[config.mk]
export PLATFORM = sky130hd
export DESIGN_NAME = boiler_heater_pulse_controller_flat
export DESIGN_NICKNAME = d
export VERILOG_FILES = /design/src/rtl/bhpc_pkg.sv /design/src/rtl/bhpc_if.sv /design/src/rtl/boiler_heater_pulse_controller.sv /design/src/rtl/bhpc_div.sv /design/src/rtl/bhpc_ctrl.sv /design/src/rtl/bhpc_dp.sv /design/src/flat_wrapper.sv
export SDC_FILE = /design/constraint.sdc
export NUM_CORES = 2
export LEC_CHECK = 0
export BUFFER_PORTS_ARGS = -buffer_cell sky130_fd_sc_hd__buf_2
export CAP_MARGIN = 20
export CORE_MARGIN = 4
export CORE_UTILIZATION = 55
export CTS_CLUSTER_DIAMETER = 120
export CTS_CLUSTER_SIZE = 30
export DETAILED_ROUTE_END_ITERATION = 10
export PLACE_DENSITY_LB_ADDON = 0.05
export SYNTH_ARGS = -nofsm -noshare
export SYNTH_HDL_FRONTEND = slang
export SYNTH_SLANG_ARGS = --single-unit
[constraint.sdc]
create_clock -name clk_i -period 15.5 [get_ports clk_i]
set_clock_uncertainty 0.1 [all_clocks]
set_input_delay 3.1 -clock clk_i [delete_from_list [all_inputs] [get_ports clk_i]]
set_output_delay 3.1 -clock clk_i [all_outputs]
set_load 0.01 [all_outputs]
[src/rtl/bhpc_pkg.sv]
// Package of the boiler heater pulse controller: shared types, codes and
// fixed-point constants. Used by every module of the block; depends on nothing.

package bhpc_pkg;

  // Signed working width for temperature comparisons (quarter-hundredths fit).
  localparam int WideW = 24;
  typedef logic signed [WideW-1:0] wide_t;

  // Width of the pulse interpolation accumulator.
  localparam int AccW = 26;

  // Divider geometry: the pulse length over the brew divider.
  localparam int DivNumW = 16;
  localparam int DivDenW = 4;
  localparam int DivCntW = 5;

  // APB address width: six registers at word spacing.
  localparam int ApbAw = 5;

  // Register indexes on the configuration port.
  localparam logic [2:0] RegTarget    = 3'd0;
  localparam logic [2:0] RegFullPower = 3'd1;
  localparam logic [2:0] RegLowPower  = 3'd2;
  localparam logic [2:0] RegBrewDiv   = 3'd3;
  localparam logic [2:0] RegMainDiv   = 3'd4;
  localparam logic [2:0] RegOvershoot = 3'd5;

  // Temperature bands, in hundredths of a degree.
  localparam wide_t BandFull    = 24'sd1000;
  localparam wide_t BandHalf    = 24'sd500;
  localparam wide_t BandHold    = 24'sd25;
  localparam wide_t BandBrewLow = 24'sd150;

  // Pulse interpolation and overshoot rounding constants.
  localparam logic [9:0]      InterpSpan  = 10'd1000;
  localparam logic [AccW-1:0] InterpRound = 26'd500;
  localparam logic [9:0]      OsStep      = 10'd400;
  localparam logic [17:0]     OsHalf      = 18'd200;
  localparam logic [7:0]      PressPreinf = 8'd30;

  // Reciprocals for the constant divisions: x/1000 is (x>>3)*ceil(2^30/125)>>30
  // and x/400 is (x>>4)*ceil(2^18/25)>>18, exact over the operand ranges used.
  localparam logic [23:0] PwRecip = 24'd8589935;
  localparam logic [13:0] OsRecip = 14'd10486;

  // Iteration count of the division by the brew divider.
  localparam logic [DivCntW-1:0] DivCntBd = 5'd16;

  // Relay command codes.
  typedef enum logic [1:0] {
    ACT_KEEP = 2'd0,
    ACT_ON   = 2'd1,
    ACT_OFF  = 2'd2
  } bhpc_action_e;

  // Configuration register set.
  typedef struct packed {
    logic [16:0] tgt;
    logic [15:0] full;
    logic [15:0] low;
    logic [3:0]  bd;
    logic [3:0]  md;
    logic        oe;
  } bhpc_cfg_t;

  // Commands from the controller to the datapath.
  typedef struct packed {
    logic capture;
    logic prep;
    logic mul_full;
    logic mul_low;
    logic recip;
    logic pw_load;
    logic div_start;
    logic bd_load;
    logic prod;
    logic commit;
  } bhpc_cmd_t;

  // Status from the datapath to the controller.
  typedef struct packed {
    logic div_done;
    logic out_free;
  } bhpc_sts_t;

endpackage

[src/rtl/bhpc_if.sv]
// Item channel interfaces of the boiler heater pulse controller.
// Input channel carries one sample, output channel one relay command.

interface bhpc_in_if;
  logic               valid;
  logic               ready;
  logic signed [17:0] temperature;
  logic [31:0]        now_ms;
  logic               brew_active;
  logic [7:0]         target_pressure_tenths;

  modport source (output valid, output temperature, output now_ms,
                  output brew_active, output target_pressure_tenths, input ready);
  modport sink   (input valid, input temperature, input now_ms,
                  input brew_active, input target_pressure_tenths, output ready);
endinterface

interface bhpc_out_if;
  logic       valid;
  logic       ready;
  logic [1:0] boiler_action;
  logic       boiler_on;

  modport source (output valid, output boiler_action, output boiler_on, input ready);
  modport sink   (input valid, input boiler_action, input boiler_on, output ready);
endinterface

[src/rtl/boiler_heater_pulse_controller.sv]
// Boiler heater pulse controller, top level. One item at a time: the next item
// is accepted only after the result of the last one has been committed to the
// output register; a held result stalls the input. The 16-step division of the
// pulse length by the brew divider is the longest step of the sequence. Reset
// restores the register defaults, turns the relay off and clears switch time
// and phase.

module boiler_heater_pulse_controller
  import bhpc_pkg::*;
(
  input  logic             clk_i,
  input  logic             rst_ni,
  bhpc_in_if.sink          in_i,
  bhpc_out_if.source       out_o,
  input  logic             psel,
  input  logic             penable,
  input  logic             pwrite,
  input  logic [ApbAw-1:0] paddr,
  input  logic [31:0]      pwdata,
  output logic [31:0]      prdata,
  output logic             pready
);

  bhpc_cfg_t cfg_q;
  bhpc_cmd_t cmd;
  bhpc_sts_t sts;
  logic      cfg_wr;

  // Configuration registers, written in the APB access phase.
  assign pready = 1'b1;
  assign cfg_wr = psel && penable && pwrite;

  always_ff @(posedge clk_i or negedge rst_ni) begin
    if (!rst_ni) begin
      cfg_q.tgt  <= 17'd9300;
      cfg_q.full <= 16'd550;
      cfg_q.low  <= 16'd110;
      cfg_q.bd   <= 4'd2;
      cfg_q.md   <= 4'd5;
      cfg_q.oe   <= 1'b1;
    end else if (cfg_wr) begin
      case (paddr[ApbAw-1:2])
        RegTarget:    cfg_q.tgt  <= pwdata[16:0];
        RegFullPower: cfg_q.full <= pwdata[15:0];
        RegLowPower:  cfg_q.low  <= pwdata[15:0];
        RegBrewDiv:   cfg_q.bd   <= pwdata[3:0];
        RegMainDiv:   cfg_q.md   <= pwdata[3:0];
        RegOvershoot: cfg_q.oe   <= pwdata[0];
        default: ;
      endcase
    end
  end

  // Register read-back.
  always_comb begin
    case (paddr[ApbAw-1:2])
      RegTarget:    prdata = {15'b0, cfg_q.tgt};
      RegFullPower: prdata = {16'b0, cfg_q.full};
      RegLowPower:  prdata = {16'b0, cfg_q.low};
      RegBrewDiv:   prdata = {28'b0, cfg_q.bd};
      RegMainDiv:   prdata = {28'b0, cfg_q.md};
      RegOvershoot: prdata = {31'b0, cfg_q.oe};
      default:      prdata = '0;
    endcase
  end

  bhpc_ctrl u_ctrl (
    .clk_i      (clk_i),
    .rst_ni     (rst_ni),
    .in_valid_i (in_i.valid),
    .in_ready_o (in_i.ready),
    .sts_i      (sts),
    .cmd_o      (cmd)
  );

  bhpc_dp u_dp (
    .clk_i                    (clk_i),
    .rst_ni                   (rst_ni),
    .cfg_i                    (cfg_q),
    .temperature_i            (in_i.temperature),
    .now_ms_i                 (in_i.now_ms),
    .brew_active_i            (in_i.brew_active),
    .target_pressure_tenths_i (in_i.target_pressure_tenths),
    .cmd_i                    (cmd),
    .sts_o                    (sts),
    .out_ready_i              (out_o.ready),
    .out_valid_o              (out_o.valid),
    .boiler_action_o          (out_o.boiler_action),
    .boiler_on_o              (out_o.boiler_on)
  );

`ifndef SYNTHESIS
  // A switch-on command always leaves the relay on.
  a_on_level: assert property (@(posedge clk_i) disable iff (!rst_ni)
    (out_o.valid && out_o.boiler_action == ACT_ON) |-> out_o.boiler_on)
    else $error("switch-on result with relay off");

  // A switch-off command always leaves the relay off.
  a_off_level: assert property (@(posedge clk_i) disable iff (!rst_ni)
    (out_o.valid && out_o.boiler_action == ACT_OFF) |-> !out_o.boiler_on)
    else $error("switch-off result with relay on");

  // The block never takes an item while a result is being formed.
  a_idle_accept: assert property (@(posedge clk_i) disable iff (!rst_ni)
    (in_i.valid && in_i.ready) |=> !in_i.ready)
    else $error("input ready straight after an accepted item");
`endif

endmodule

[src/rtl/bhpc_div.sv]
// Restoring divider, one quotient bit per cycle, MSB first.
// Depends on bhpc_pkg for its widths.

module bhpc_div
  import bhpc_pkg::*;
(
  input  logic               clk_i,
  input  logic               rst_ni,
  input  logic               start_i,
  input  logic [DivNumW-1:0] dividend_i,
  input  logic [DivDenW-1:0] divisor_i,
  input  logic [DivCntW-1:0] count_i,
  output logic               done_o,
  output logic [DivNumW-1:0] quotient_o
);

  logic [DivCntW-1:0] cnt_q, cnt_d;
  logic               done_q, done_d;
  logic [DivNumW-1:0] num_q, num_d;
  logic [DivNumW-1:0] quo_q, quo_d;
  logic [DivDenW-1:0] rem_q, rem_d;
  logic [DivDenW-1:0] den_q, den_d;
  logic [DivDenW:0]   trial;
  logic [DivDenW:0]   diff;
  logic               fits;

  // Trial subtraction of one step.
  assign trial = {rem_q, num_q[DivNumW-1]};
  assign diff  = trial - {1'b0, den_q};
  assign fits  = trial >= {1'b0, den_q};

  // Step sequencing: load on start, then shift one bit a cycle.
  always_comb begin
    cnt_d  = cnt_q;
    done_d = 1'b0;
    num_d  = num_q;
    quo_d  = quo_q;
    rem_d  = rem_q;
    den_d  = den_q;
    if (start_i) begin
      cnt_d = count_i;
      num_d = dividend_i;
      quo_d = '0;
      rem_d = '0;
      den_d = divisor_i;
    end else if (cnt_q != '0) begin
      cnt_d  = cnt_q - 1'b1;
      done_d = (cnt_q == DivCntW'(1));
      num_d  = {num_q[DivNumW-2:0], 1'b0};
      quo_d  = {quo_q[DivNumW-2:0], fits};
      rem_d  = fits ? diff[DivDenW-1:0] : trial[DivDenW-1:0];
    end
  end

  always_ff @(posedge clk_i or negedge rst_ni) begin
    if (!rst_ni) begin
      cnt_q  <= '0;
      done_q <= 1'b0;
    end else begin
      cnt_q  <= cnt_d;
      done_q <= done_d;
    end
  end

  // Operand registers need no reset.
  always_ff @(posedge clk_i) begin
    num_q <= num_d;
    quo_q <= quo_d;
    rem_q <= rem_d;
    den_q <= den_d;
  end

  assign done_o     = done_q;
  assign quotient_o = quo_q;

endmodule

[src/rtl/bhpc_ctrl.sv]
// Controller of the boiler heater pulse controller: sequences the datapath
// through its multiply, divide and decide steps. Depends on bhpc_pkg.

module bhpc_ctrl
  import bhpc_pkg::*;
(
  input  logic      clk_i,
  input  logic      rst_ni,
  input  logic      in_valid_i,
  output logic      in_ready_o,
  input  bhpc_sts_t sts_i,
  output bhpc_cmd_t cmd_o
);

  typedef enum logic [3:0] {
    ST_IDLE,
    ST_PREP,
    ST_MUL_FULL,
    ST_MUL_LOW,
    ST_RECIP,
    ST_CLAMP,
    ST_DIV_BD,
    ST_WAIT_BD,
    ST_PROD,
    ST_DECIDE
  } state_e;

  state_e state_q, state_d;

  assign in_ready_o = (state_q == ST_IDLE);

  // Next state and command decode.
  always_comb begin
    state_d = state_q;
    cmd_o   = '0;
    case (state_q)
      ST_IDLE: begin
        if (in_valid_i) begin
          cmd_o.capture = 1'b1;
          state_d = ST_PREP;
        end
      end
      ST_PREP: begin
        cmd_o.prep = 1'b1;
        state_d = ST_MUL_FULL;
      end
      ST_MUL_FULL: begin
        cmd_o.mul_full = 1'b1;
        state_d = ST_MUL_LOW;
      end
      ST_MUL_LOW: begin
        cmd_o.mul_low = 1'b1;
        state_d = ST_RECIP;
      end
      ST_RECIP: begin
        cmd_o.recip = 1'b1;
        state_d = ST_CLAMP;
      end
      ST_CLAMP: begin
        cmd_o.pw_load = 1'b1;
        state_d = ST_DIV_BD;
      end
      ST_DIV_BD: begin
        cmd_o.div_start = 1'b1;
        state_d = ST_WAIT_BD;
      end
      ST_WAIT_BD: begin
        if (sts_i.div_done) begin
          cmd_o.bd_load = 1'b1;
          state_d = ST_PROD;
        end
      end
      ST_PROD: begin
        cmd_o.prod = 1'b1;
        state_d = ST_DECIDE;
      end
      ST_DECIDE: begin
        // Wait here until the output register can take the result.
        if (sts_i.out_free) begin
          cmd_o.commit = 1'b1;
          state_d = ST_IDLE;
        end
      end
      default: begin
        state_d = ST_IDLE;
      end
    endcase
  end

  always_ff @(posedge clk_i or negedge rst_ni) begin
    if (!rst_ni) begin
      state_q <= ST_IDLE;
    end else begin
      state_q <= state_d;
    end
  end

`ifndef SYNTHESIS
  // The divider only finishes while the sequencer is waiting for it.
  a_done_in_wait: assert property (@(posedge clk_i) disable iff (!rst_ni)
    sts_i.div_done |-> (state_q == ST_WAIT_BD))
    else $error("divider finished outside a wait state");

  // A blocked result keeps the sequencer in the decide step.
  a_decide_holds: assert property (@(posedge clk_i) disable iff (!rst_ni)
    (state_q == ST_DECIDE && !sts_i.out_free) |=> (state_q == ST_DECIDE))
    else $error("result dropped while output register was full");

  // No second item is taken straight after one is captured.
  a_one_item: assert property (@(posedge clk_i) disable iff (!rst_ni)
    cmd_o.capture |=> !in_ready_o)
    else $error("item accepted while another is in progress");
`endif

endmodule

[src/rtl/bhpc_dp.sv]
// Datapath of the boiler heater pulse controller: operand registers, the
// pulse length arithmetic, band decision, relay state and output register.
// Depends on bhpc_pkg and bhpc_div.

module bhpc_dp
  import bhpc_pkg::*;
(
  input  logic               clk_i,
  input  logic               rst_ni,
  input  bhpc_cfg_t          cfg_i,
  input  logic signed [17:0] temperature_i,
  input  logic [31:0]        now_ms_i,
  input  logic               brew_active_i,
  input  logic [7:0]         target_pressure_tenths_i,
  input  bhpc_cmd_t          cmd_i,
  output bhpc_sts_t          sts_o,
  input  logic               out_ready_i,
  output logic               out_valid_o,
  output logic [1:0]         boiler_action_o,
  output logic               boiler_on_o
);

  // Captured item.
  logic signed [17:0] t_q;
  logic [31:0]        now_q;
  logic               brew_q;
  logic               pf_q;

  // Intermediate results.
  logic [9:0]         d_q;
  logic [16:0]        v_q;
  logic [AccW-1:0]    acc_q;
  logic [15:0]        pwraw_q;
  logic [15:0]        pw_q;
  logic [15:0]        pwd_q;
  logic [8:0]         qos_q;
  logic [17:0]        dq_q;
  logic [19:0]        pwbd_q;
  logic [19:0]        lowmd_q;
  logic [19:0]        fullbd_q;
  logic [19:0]        fullmd_q;

  // Relay state and output register.
  logic [31:0]  last_switch_q;
  logic         phase_q;
  logic         relay_q;
  logic         out_valid_q;
  bhpc_action_e out_act_q;
  logic         out_on_q;

  // Effective dividers: zero acts as one.
  logic [3:0] bd_eff;
  logic [3:0] md_eff;
  assign bd_eff = (cfg_i.bd == '0) ? 4'd1 : cfg_i.bd;
  assign md_eff = (cfg_i.md == '0) ? 4'd1 : cfg_i.md;

  // Signed views of temperature and target.
  wide_t t_s, tgt_s, t4, tg4, dq_s, os_add;
  assign t_s    = {{(WideW-18){t_q[17]}}, t_q};
  assign tgt_s  = $signed({{(WideW-17){1'b0}}, cfg_i.tgt});
  assign t4     = t_s <<< 2;
  assign tg4    = tgt_s <<< 2;
  assign dq_s   = $signed({{(WideW-18){1'b0}}, dq_q});
  assign os_add = cfg_i.oe ? dq_s : '0;

  // Interpolation position and overshoot allowance before rounding.
  wide_t diff_d, e4;
  logic [9:0]  d_next;
  logic [16:0] v_next;
  assign diff_d = t_s - tgt_s + BandFull;
  assign e4     = (t_s - tgt_s) <<< 2;

  always_comb begin
    if (diff_d < 0) begin
      d_next = '0;
    end else if (diff_d > BandFull) begin
      d_next = InterpSpan;
    end else begin
      d_next = diff_d[9:0];
    end
    if (e4 <= 0) begin
      v_next = cfg_i.tgt;
    end else if (e4 >= tgt_s) begin
      v_next = '0;
    end else begin
      v_next = 17'(tgt_s - e4);
    end
  end

  // Constant divisions by reciprocal multiplication: the interpolated sum
  // over 1000 and the rounded allowance over 400.
  logic [17:0] v_round;
  logic [46:0] pw_recip;
  logic [27:0] os_recip;
  assign v_round  = {1'b0, v_q} + OsHalf;
  assign pw_recip = {24'b0, acc_q[AccW-1:3]} * {23'b0, PwRecip};
  assign os_recip = {14'b0, v_round[17:4]} * {14'b0, OsRecip};

  // Bit-serial division of the pulse length by the brew divider.
  logic               div_done;
  logic [DivNumW-1:0] div_quo;

  bhpc_div u_div (
    .clk_i      (clk_i),
    .rst_ni     (rst_ni),
    .start_i    (cmd_i.div_start),
    .dividend_i (pw_q),
    .divisor_i  (bd_eff),
    .count_i    (DivCntBd),
    .done_o     (div_done),
    .quotient_o (div_quo)
  );

  // Pulse length clamped to the low and full periods.
  logic [15:0] pw_next;
  always_comb begin
    if (pwraw_q < cfg_i.low) begin
      pw_next = cfg_i.low;
    end else if (pwraw_q > cfg_i.full) begin
      pw_next = cfg_i.full;
    end else begin
      pw_next = pwraw_q;
    end
  end

  // Rounded allowance capped at the target.
  logic [17:0] os_prod;
  assign os_prod = 18'(qos_q * OsStep);

  // Band decision and pulse timing.
  logic [31:0]  elapsed;
  logic         pulsing;
  logic         on_first;
  logic [19:0]  on_wait;
  logic [19:0]  off_wait;
  bhpc_action_e act;
  logic         toggle;
  logic         relay_next;
  assign elapsed = now_q - last_switch_q;

  always_comb begin
    pulsing  = 1'b0;
    on_first = 1'b1;
    on_wait  = '0;
    off_wait = '0;
    act      = ACT_KEEP;
    toggle   = 1'b0;
    if (brew_q) begin
      if (t_s > tgt_s && t_s < tgt_s + BandHold && !pf_q) begin
        pulsing  = 1'b1;
        on_wait  = pwbd_q;
        off_wait = lowmd_q;
        on_first = 1'b0;
      end else if (t_s > tgt_s - BandBrewLow && t4 < tg4 + os_add && pf_q) begin
        pulsing  = 1'b1;
        on_wait  = fullbd_q;
        off_wait = {4'b0, cfg_i.full};
      end else if (cfg_i.oe && t4 >= tg4 + dq_s && t4 <= tg4 + dq_s + BandFull &&
                   pf_q) begin
        pulsing  = 1'b1;
        on_wait  = fullmd_q;
        off_wait = {4'b0, cfg_i.full};
      end else if (t_s <= tgt_s - BandBrewLow) begin
        act = ACT_ON;
      end else begin
        act = ACT_OFF;
      end
    end else begin
      if (t_s < tgt_s - BandFull) begin
        act = ACT_ON;
      end else if (t_s < tgt_s - BandHalf) begin
        pulsing  = 1'b1;
        on_wait  = {4'b0, pw_q};
        off_wait = {4'b0, pwd_q};
      end else if (t_s <= tgt_s - BandHold) begin
        pulsing  = 1'b1;
        on_wait  = pwbd_q;
        off_wait = {4'b0, pwd_q};
      end else begin
        act = ACT_OFF;
      end
    end
    // A pulse phase ends once its wait has passed.
    if (pulsing) begin
      if (!phase_q && elapsed > {12'b0, on_wait}) begin
        act    = on_first ? ACT_ON : ACT_OFF;
        toggle = 1'b1;
      end else if (phase_q && elapsed > {12'b0, off_wait}) begin
        act    = on_first ? ACT_OFF : ACT_ON;
        toggle = 1'b1;
      end
    end
    case (act)
      ACT_ON:  relay_next = 1'b1;
      ACT_OFF: relay_next = 1'b0;
      default: relay_next = relay_q;
    endcase
  end

  // Operand and intermediate registers.
  always_ff @(posedge clk_i) begin
    if (cmd_i.capture) begin
      t_q    <= temperature_i;
      now_q  <= now_ms_i;
      brew_q <= brew_active_i;
      pf_q   <= brew_active_i && (target_pressure_tenths_i > PressPreinf);
    end
    if (cmd_i.prep) begin
      d_q <= d_next;
      v_q <= v_next;
    end
    if (cmd_i.mul_full) begin
      acc_q <= AccW'(cfg_i.full * (InterpSpan - d_q));
    end
    if (cmd_i.mul_low) begin
      acc_q <= acc_q + AccW'(cfg_i.low * d_q) + InterpRound;
    end
    if (cmd_i.recip) begin
      pwraw_q <= pw_recip[45:30];
      qos_q   <= os_recip[26:18];
    end
    if (cmd_i.pw_load) begin
      pw_q <= pw_next;
    end
    if (cmd_i.bd_load) begin
      pwd_q <= div_quo;
    end
    if (cmd_i.prod) begin
      dq_q     <= (os_prod > {1'b0, cfg_i.tgt}) ? {1'b0, cfg_i.tgt} : os_prod;
      pwbd_q   <= 20'(pw_q * bd_eff);
      lowmd_q  <= 20'(cfg_i.low * md_eff);
      fullbd_q <= 20'(cfg_i.full * bd_eff);
      fullmd_q <= 20'(cfg_i.full * md_eff);
    end
    if (cmd_i.commit) begin
      out_act_q <= act;
      out_on_q  <= relay_next;
    end
  end

  // Relay state and output valid.
  always_ff @(posedge clk_i or negedge rst_ni) begin
    if (!rst_ni) begin
      last_switch_q <= '0;
      phase_q       <= 1'b0;
      relay_q       <= 1'b0;
      out_valid_q   <= 1'b0;
    end else begin
      if (cmd_i.commit) begin
        relay_q <= relay_next;
        if (toggle) begin
          phase_q       <= !phase_q;
          last_switch_q <= now_q;
        end
      end
      if (cmd_i.commit) begin
        out_valid_q <= 1'b1;
      end else if (out_ready_i) begin
        out_valid_q <= 1'b0;
      end
    end
  end

  assign sts_o.div_done  = div_done;
  assign sts_o.out_free  = !out_valid_q || out_ready_i;
  assign out_valid_o     = out_valid_q;
  assign boiler_action_o = out_act_q;
  assign boiler_on_o     = out_on_q;

endmodule
[src/flat_wrapper.sv]
// flat-port wrapper written by rule: the top's interface ports become plain ports
module boiler_heater_pulse_controller_flat import bhpc_pkg::*;
  (clk_i, rst_ni, psel, penable, pwrite, paddr, pwdata, prdata, pready, in_i_valid, in_i_temperature, in_i_now_ms, in_i_brew_active, in_i_target_pressure_tenths, in_i_ready, out_o_valid, out_o_boiler_action, out_o_boiler_on, out_o_ready);
  bhpc_in_if in_i_i ();
  bhpc_out_if out_o_i ();
  input  logic clk_i;
  input  logic rst_ni;
  input  logic psel;
  input  logic penable;
  input  logic pwrite;
  input  logic [ApbAw-1:0] paddr;
  input  logic [31:0] pwdata;
  output logic [31:0] prdata;
  output logic pready;
  input wire logic [$bits(in_i_i.valid)-1:0] in_i_valid;
  input wire logic [$bits(in_i_i.temperature)-1:0] in_i_temperature;
  input wire logic [$bits(in_i_i.now_ms)-1:0] in_i_now_ms;
  input wire logic [$bits(in_i_i.brew_active)-1:0] in_i_brew_active;
  input wire logic [$bits(in_i_i.target_pressure_tenths)-1:0] in_i_target_pressure_tenths;
  output wire logic [$bits(in_i_i.ready)-1:0] in_i_ready;
  output wire logic [$bits(out_o_i.valid)-1:0] out_o_valid;
  output wire logic [$bits(out_o_i.boiler_action)-1:0] out_o_boiler_action;
  output wire logic [$bits(out_o_i.boiler_on)-1:0] out_o_boiler_on;
  input wire logic [$bits(out_o_i.ready)-1:0] out_o_ready;
  assign in_i_i.valid = in_i_valid;
  assign in_i_i.temperature = in_i_temperature;
  assign in_i_i.now_ms = in_i_now_ms;
  assign in_i_i.brew_active = in_i_brew_active;
  assign in_i_i.target_pressure_tenths = in_i_target_pressure_tenths;
  assign in_i_ready = in_i_i.ready;
  assign out_o_valid = out_o_i.valid;
  assign out_o_boiler_action = out_o_i.boiler_action;
  assign out_o_boiler_on = out_o_i.boiler_on;
  assign out_o_i.ready = out_o_ready;
  boiler_heater_pulse_controller u_core (.clk_i(clk_i), .rst_ni(rst_ni), .in_i(in_i_i), .out_o(out_o_i), .psel(psel), .penable(penable), .pwrite(pwrite), .paddr(paddr), .pwdata(pwdata), .prdata(prdata), .pready(pready));
endmodule
-- Word level (Yosys, flattened, before mapping)
Cells that the tools add are included.
- register bits: 406
- bits in latches: 0
- memories: 0
- memory bits (read-only): 0
- input port bits: 103
- output and inout bits: 38
- memory bits (writable): 0
- shifts and indexed selects: 0
- bitwise gates (word level): 0
- add/sub/neg operators: 18
- multiply operators: 9
- eq/ne operators: 20
- muxes and demuxes: 78
- order comparisons: 21
- divide/modulo/power cells: 0
- reduce and logical (&&, ||, !) cells: 33
- operators with widths (operator ; count):
    two-way mux 20 bit ; 9
    two-way mux 16 bit ; 9
    one-hot mux 17 bit (6 select lines) ; 1
    multiplier 16 x 4 -> 20 bit ; 4
    greater-than comparator 32 x 20 -> 1 bit ; 2
    two-way mux 26 bit ; 2
    two-way mux 17 bit ; 3
    multiplier 23 x 24 -> 46 bit, second input constant ; 1
    adder 19 x 18 -> 20 bit ; 2
    one-hot mux 4 bit (10 select lines) ; 1
    greater-than comparator 18 bit ; 2
    less-or-equal comparator 18 bit ; 2
    less-than comparator 18 bit ; 2
    subtractor 32 bit ; 1
    two-way mux 1 bit ; 29
    adder 26 bit ; 1
    adder 26 x 9 -> 26 bit, second input constant ; 1
    multiplier 14 x 13 -> 26 bit, second input constant ; 1
    multiplier 16 x 10 -> 26 bit ; 1
    multiplier 17 x 11 -> 26 bit ; 1
    two-way mux 2 bit ; 13
    two-way mux 4 bit ; 6
    less-or-equal comparator 20 x 22 -> 1 bit ; 1
    adder 20 x 10 -> 21 bit, second input constant ; 1
    other kinds (51) ; 83

-- Depth between registers and ports, before layout
- depth in word-level cells: 16
- gate-level depth with buffers: 40
- gate-level depth less buffers: 40

-- By module
From an unflattened synthesis, not the netlist that was laid out.
- cell total of the unflattened synthesis: 6058
- area, all modules: 58219.6 µm²
- by module, submodules not included (module ; area each (µm²) ; times used ; cells each ; sequential area each (µm²)):
    bhpc_dp ; 52930.8 ; 1 ; 5603 ; 8683.3
    boiler_heater_pulse_controller ; 2975.4 ; 1 ; 233 ; 1473.9
    bhpc_div ; 2005.7 ; 1 ; 182 ; 1151.1
    bhpc_ctrl ; 307.8 ; 1 ; 40 ; 100.1

-- Worst setup path after synthesis
No wires, ideal clock.
- kind: flip-flop to flip-flop
- start: register u_core.u_ctrl.state_q[2]
- end: register u_core.u_dp.dq_q[0], enable pin
- slack: 7.374 ns
- arrival: 7.351 ns
- clock period less this slack: 8.126 ns
- stages on the path, launching flop included: 4
- required time: 14.725 ns
- path through: dfrtp_1 -> clkbuf_1 -> nand2b_1 -> nor3_1
- longest elaborated chain between the ends: 2
- ends and longest elaborated chain (element ; line ; RTL):
    start, declared ; bhpc_ctrl.sv:28 ; state_e state_q, state_d;
    start signal, assigned ; bhpc_ctrl.sv:94 ; state_q <= state_d;
    equality test 4 bit ; bhpc_ctrl.sv:36 ; case (state_q)
    two-way mux 1 bit ; bhpc_ctrl.sv:36 ;
    end signal, assigned ; bhpc_dp.sv:229 ; dq_q <= (os_prod > {1'b0, cfg_i.tgt}) ? {1'b0, cfg_i.tgt} : os_prod;
    end, declared ; bhpc_dp.sv:37 ; logic [17:0] dq_q;
No other way between the ends.
A chain may end at the register's enable or synchronous reset.

-- Final worst setup path
- start: register u_core.cfg_q[41] (netlist name)
- end: register u_core.u_dp.relay_q
- longest elaborated chain between the ends: 16
- ends and longest elaborated chain (element ; line ; RTL):
    start, declared ; boiler_heater_pulse_controller.sv:24 ; bhpc_cfg_t cfg_q;
    adder 19 x 18 -> 20 bit ; bhpc_dp.sv:158 ; end else if (cfg_i.oe && t4 >= tg4 + dq_s && t4 <= tg4 + dq_s + BandFull &&
    adder 20 x 10 -> 21 bit / greater-or-equal comparator 20 x 21 -> 1 bit (equally long branches) ; bhpc_dp.sv:158 ;
    less-or-equal comparator 20 x 22 -> 1 bit / logical AND 1 bit (equally long branches) ; bhpc_dp.sv:158 ;
    logical AND 1 bit (2 in series) ; bhpc_dp.sv:158 ;
    two-way mux 16 bit ; bhpc_dp.sv:158 ;
    two-way mux 16 bit ; bhpc_dp.sv:154 ; end else if (t_s > tgt_s - BandBrewLow && t4 < tg4 + os_add && pf_q) begin
    two-way mux 20 bit ; bhpc_dp.sv:149 ; if (t_s > tgt_s && t_s < tgt_s + BandHold && !pf_q) begin
    two-way mux 20 bit ; bhpc_dp.sv:148 ; if (brew_q) begin
    greater-than comparator 32 x 20 -> 1 bit ; bhpc_dp.sv:188 ; end else if (phase_q && elapsed > {12'b0, off_wait}) begin
    logical AND 1 bit ; bhpc_dp.sv:188 ;
    two-way mux 2 bit ; bhpc_dp.sv:188 ;
    two-way mux 2 bit ; bhpc_dp.sv:185 ; if (!phase_q && elapsed > {12'b0, on_wait}) begin
    two-way mux 2 bit (*) ; bhpc_dp.sv:184 ; if (pulsing) begin
    via u_core.u_dp.act[0] ; bhpc_dp.sv:136 ; bhpc_action_e act;
    equality test 2 bit / equality test 2 x 1 -> 1 bit (equally long branches) ; bhpc_dp.sv:193 ; case (act)
    one-hot mux 1 bit (2 select lines) (*) ; bhpc_dp.sv:193 ;
    via u_core.u_dp.relay_next ; bhpc_dp.sv:138 ; logic relay_next;
    end signal, assigned ; bhpc_dp.sv:250 ; relay_q <= relay_next;
    end, declared ; bhpc_dp.sv:46 ; logic relay_q;
Mark *: on every way through the listed nets, which the timed path passes. The rest lies on a longest branch.

==> out/qor.json <==
{
  "die_y_microns": 333.4,
  "count_of_standard_cell_rows": 119,
  "largest_family_of_logic_cells_by_synthesized_area": "adder cells",
  "final_area_sq_um": 61100,
  "dr.pass1.iters": 6,
  "share_of_synthesized_registers_carrying_an_async_set_or_reset": 0.2556,
  "setup_viol_count_final": 0,
  "synth_seq_area_share": 0.1959,
  "worst-endpoint-required_ns": 15.94,
  "area_enclosed_by_the_die_boundary_sq_um": 111200,
  "synth_cell_types": 105,
  "cts_buffers": 22,
  "synth_top_flop_cell": "sky130_fd_sc_hd__edfxtp_1",
  "critical_path.startpoint": "u_core.cfg_q[41]",
  "number_of_gates_given_a_new_drive_strength_after_cts": 0,
  "via_per_inst": 5.825,
  "wl_per_cell_microns": 21.78,
  "cts.sinks": 403,
  "cts_hold_buffers": 0,
  "most_frequent_standard_cell_in_the_layout_excluding_fill_and_tap_cells": "sky130_fd_sc_hd__inv_1",
  "fmaxAchievable_ghz": 0.1027,
  "layout-drive-gt1-share": 0.06635,
  "grt_use_met2": 0.4709,
  "hold_path_origin": "u_core.u_dp.u_div.quotient_o[0]",
  "critical_path.startpoint_type": "flop",
  "syn-instance-count": 6155,
  "worst-endpoint-arrival_ns": 10.17,
  "busiest_metal_layer_after_global_routing": "met2",
  "drcViolationCount": 0,
  "grt_overflow": 0,
  "hold_path.class": "flop to flop",
  "drtIter0Drc": 3345,
  "final_antenna_net_count": 0,
  "cpMaxStageDelayCell": "sky130_fd_sc_hd__o41ai_1",
  "ys_seq_elements": 403,
  "slew_at_the_pin_with_the_worst_max_slew_slack_ns": 1.095,
  "place.port_buffers": 107,
  "nets": 7817,
  "layout.cells.most_common_list": "sky130_fd_sc_hd__inv_1 (967), sky130_fd_sc_hd__ha_1 (943), sky130_fd_sc_hd__nand2_1 (608), sky130_fd_sc_hd__fa_1 (608), sky130_fd_sc_hd__nor2_1 (349)",
  "tritoncts": "built",
  "core_region_area_sq_um": 105300,
  "post-route-min-period_ns": 9.735,
  "synth-simple-area-share": 0.1280,
  "setup.worst_path.class": "flop to flop",
  "antenna_found_initial": 10,
  "die_w_microns": 333.4,
  "place_inst": 7530,
  "drt_wl_total_microns": 164900,
  "finalHoldViolations": 0,
  "wire_length_of_the_first_global_routing_pass_microns": 259300,
  "final_clock_period_utilization_by_the_worst_path": 0.6281,
  "synthesized_area_fraction_occupied_by_adder_cells": 0.4115,
  "cts-root-buf": "sky130_fd_sc_hd__clkbuf_16",
  "critical-path-top-cell-by-count": "sky130_fd_sc_hd__a21oi_1",
  "cpPeakStageDelay_ns": 0.67,
  "rsz0062_at_grt": "false",
  "syn_to_final_growth_pct": 4.893,
  "detailroute.via_count": 44110,
  "clock_path_buffers": 3,
  "floorplan.initialDensity": 0.5533,
  "synth-edff-count": 280,
  "worst_setup_path_end_kind": "flop",
  "number_of_global_route_vias_before_repair": 44540,
  "placement.cell_area_sq_um": 60290,
  "post_layout_nonfiller_instances": 7572,
  "r2r_start": "u_core.cfg_q[41]",
  "drv_cap": 0,
  "insertion_delay_ns": 0.64,
  "synth-compound-area-share": 0.1074,
  "global_route_met3_utilization": 0.03998,
  "path_clk_slew_ns": 0.12,
  "ioPinCount": 141,
  "use_met1": 0.4345,
  "postCtsSetupBuffers": 0,
  "dp.final_hpwl_microns": 130900,
  "pin_count_of_the_biggest_net_entering_global_routing": 71,
  "outcome": "finished clean",
  "final_max_slew_viol_count": 0,
  "slew_headroom": 0.2607,
  "grt.total_usage": 0.2991,
  "ctsHtreeMaxLevel": 1,
  "gpl.final_weighted_congestion": 0.9345,
  "ys_warn_count": 0,
  "avgSynthCellArea_sq_um": 9.463,
  "synth_xor_xnor_area_share": 0.04687,
  "fin_tns_setup_ns": 0,
  "synth.area.mux_share": 0.03138,
  "mappedNetlistArea_sq_um": 58250,
  "critical_path.max_fanout": 34
}
metrics by stage:
| stage | worst slack, ns | hold slack, ns | util |
|---|---|---|---|
| CTS | 5.830 | 0.3567 | 0.5803 |
| floorplan | 7.374 | 0.3081 | - |
| global placement | 5.978 | 0.3336 | 0.5727 |
| global route | 5.156 | 0.3812 | 0.5804 |
| detailed placement | 5.904 | 0.3374 | 0.5727 |
| finish | 5.765 | 0.3577 | 0.5804 |
per-layer routing:
layer	vias to the layer above	wire length, microns
met1	21960	74470
met5	-	27
met3	263	11380
met4	4	5730
met2	1372	73280
li1	20520	-
synth_stat cells, drive strengths merged (57+ instances only):
master | number | area (sq um)
a21oi | 300 | 1509
mux2i | 57 | 570.6
clkbuf | 171 | 643.1
ha | 943 | 11800
nand3 | 73 | 365.4
dfrtp | 85 | 2127
mux2 | 102 | 1257
nand2 | 608 | 2282
o21ai | 178 | 894.6
and2 | 187 | 1170
xnor2 | 231 | 2038
nor2 | 353 | 1335
edfxtp | 280 | 8408
nor3 | 89 | 450.4
xor2 | 79 | 691.9
a21o | 112 | 842.1
inv | 970 | 3641
fa | 608 | 12170
final timing paths:
check | endpoint | slack [ns] | cells after the start
min in group asynchronous | u_core.cfg_q[49] | 2.38 | 1
min | u_core.u_dp.pwd_q[0] | 0.36 | 0
min reg2reg | u_core.u_dp.pwd_q[0] | 0.36 | 0
max reg2reg | u_core.u_dp.relay_q | 5.76 | 35
max in group asynchronous | u_core.cfg_q[28] | 11.52 | 2
max | u_core.u_dp.relay_q | 5.76 | 35
worst max-delay path: cells and delay by family, from the launching register on:
family	cells	cell delay (ns)
fa+ha+maj	5	1.63
xor+xnor	1	0.14
simple gates	5	1.07
buf+inv	2	0.53
flops	1	0.61
compound gates	20	4.98
mux	2	0.54
state kept, by name, indices dropped and copies added (netlist names), 18 cells and up:
| signal | cells |
|---|---|
| u_core.u_dp.pwbd_q | 20 |
| u_core.u_dp.acc_q | 26 |
| u_core.u_dp.fullbd_q | 20 |
| u_core.u_dp.lowmd_q | 20 |
| u_core.u_dp.now_q | 32 |
| u_core.u_dp.dq_q | 18 |
| u_core.u_dp.fullmd_q | 20 |
| u_core.u_dp.last_switch_q | 32 |
| u_core.cfg_q | 58 |
| u_core.u_dp.t_q | 18 |
cell type report:
type	count	area [sq um]
antenna	2	5.005
clock buffer	26	586.8
clock inverter	14	216.5
fill	9450	44170
inverter	974	3656
multi-input combinational	4579	42370
sequential	403	11410
tap	1391	1740
timing repair buffer	183	1109
cells by family after synthesis:
kind of cell,count (synthesis)
simple gates,1588
fa+ha+maj,1551
buf+inv,1188
compound gates,954
flops,403
xor+xnor,310
mux,159
other cells,2
Power is left out: the tool's default activity adds up to more than one toggle a clock period on the data nets, which glitch-free logic cannot reach.
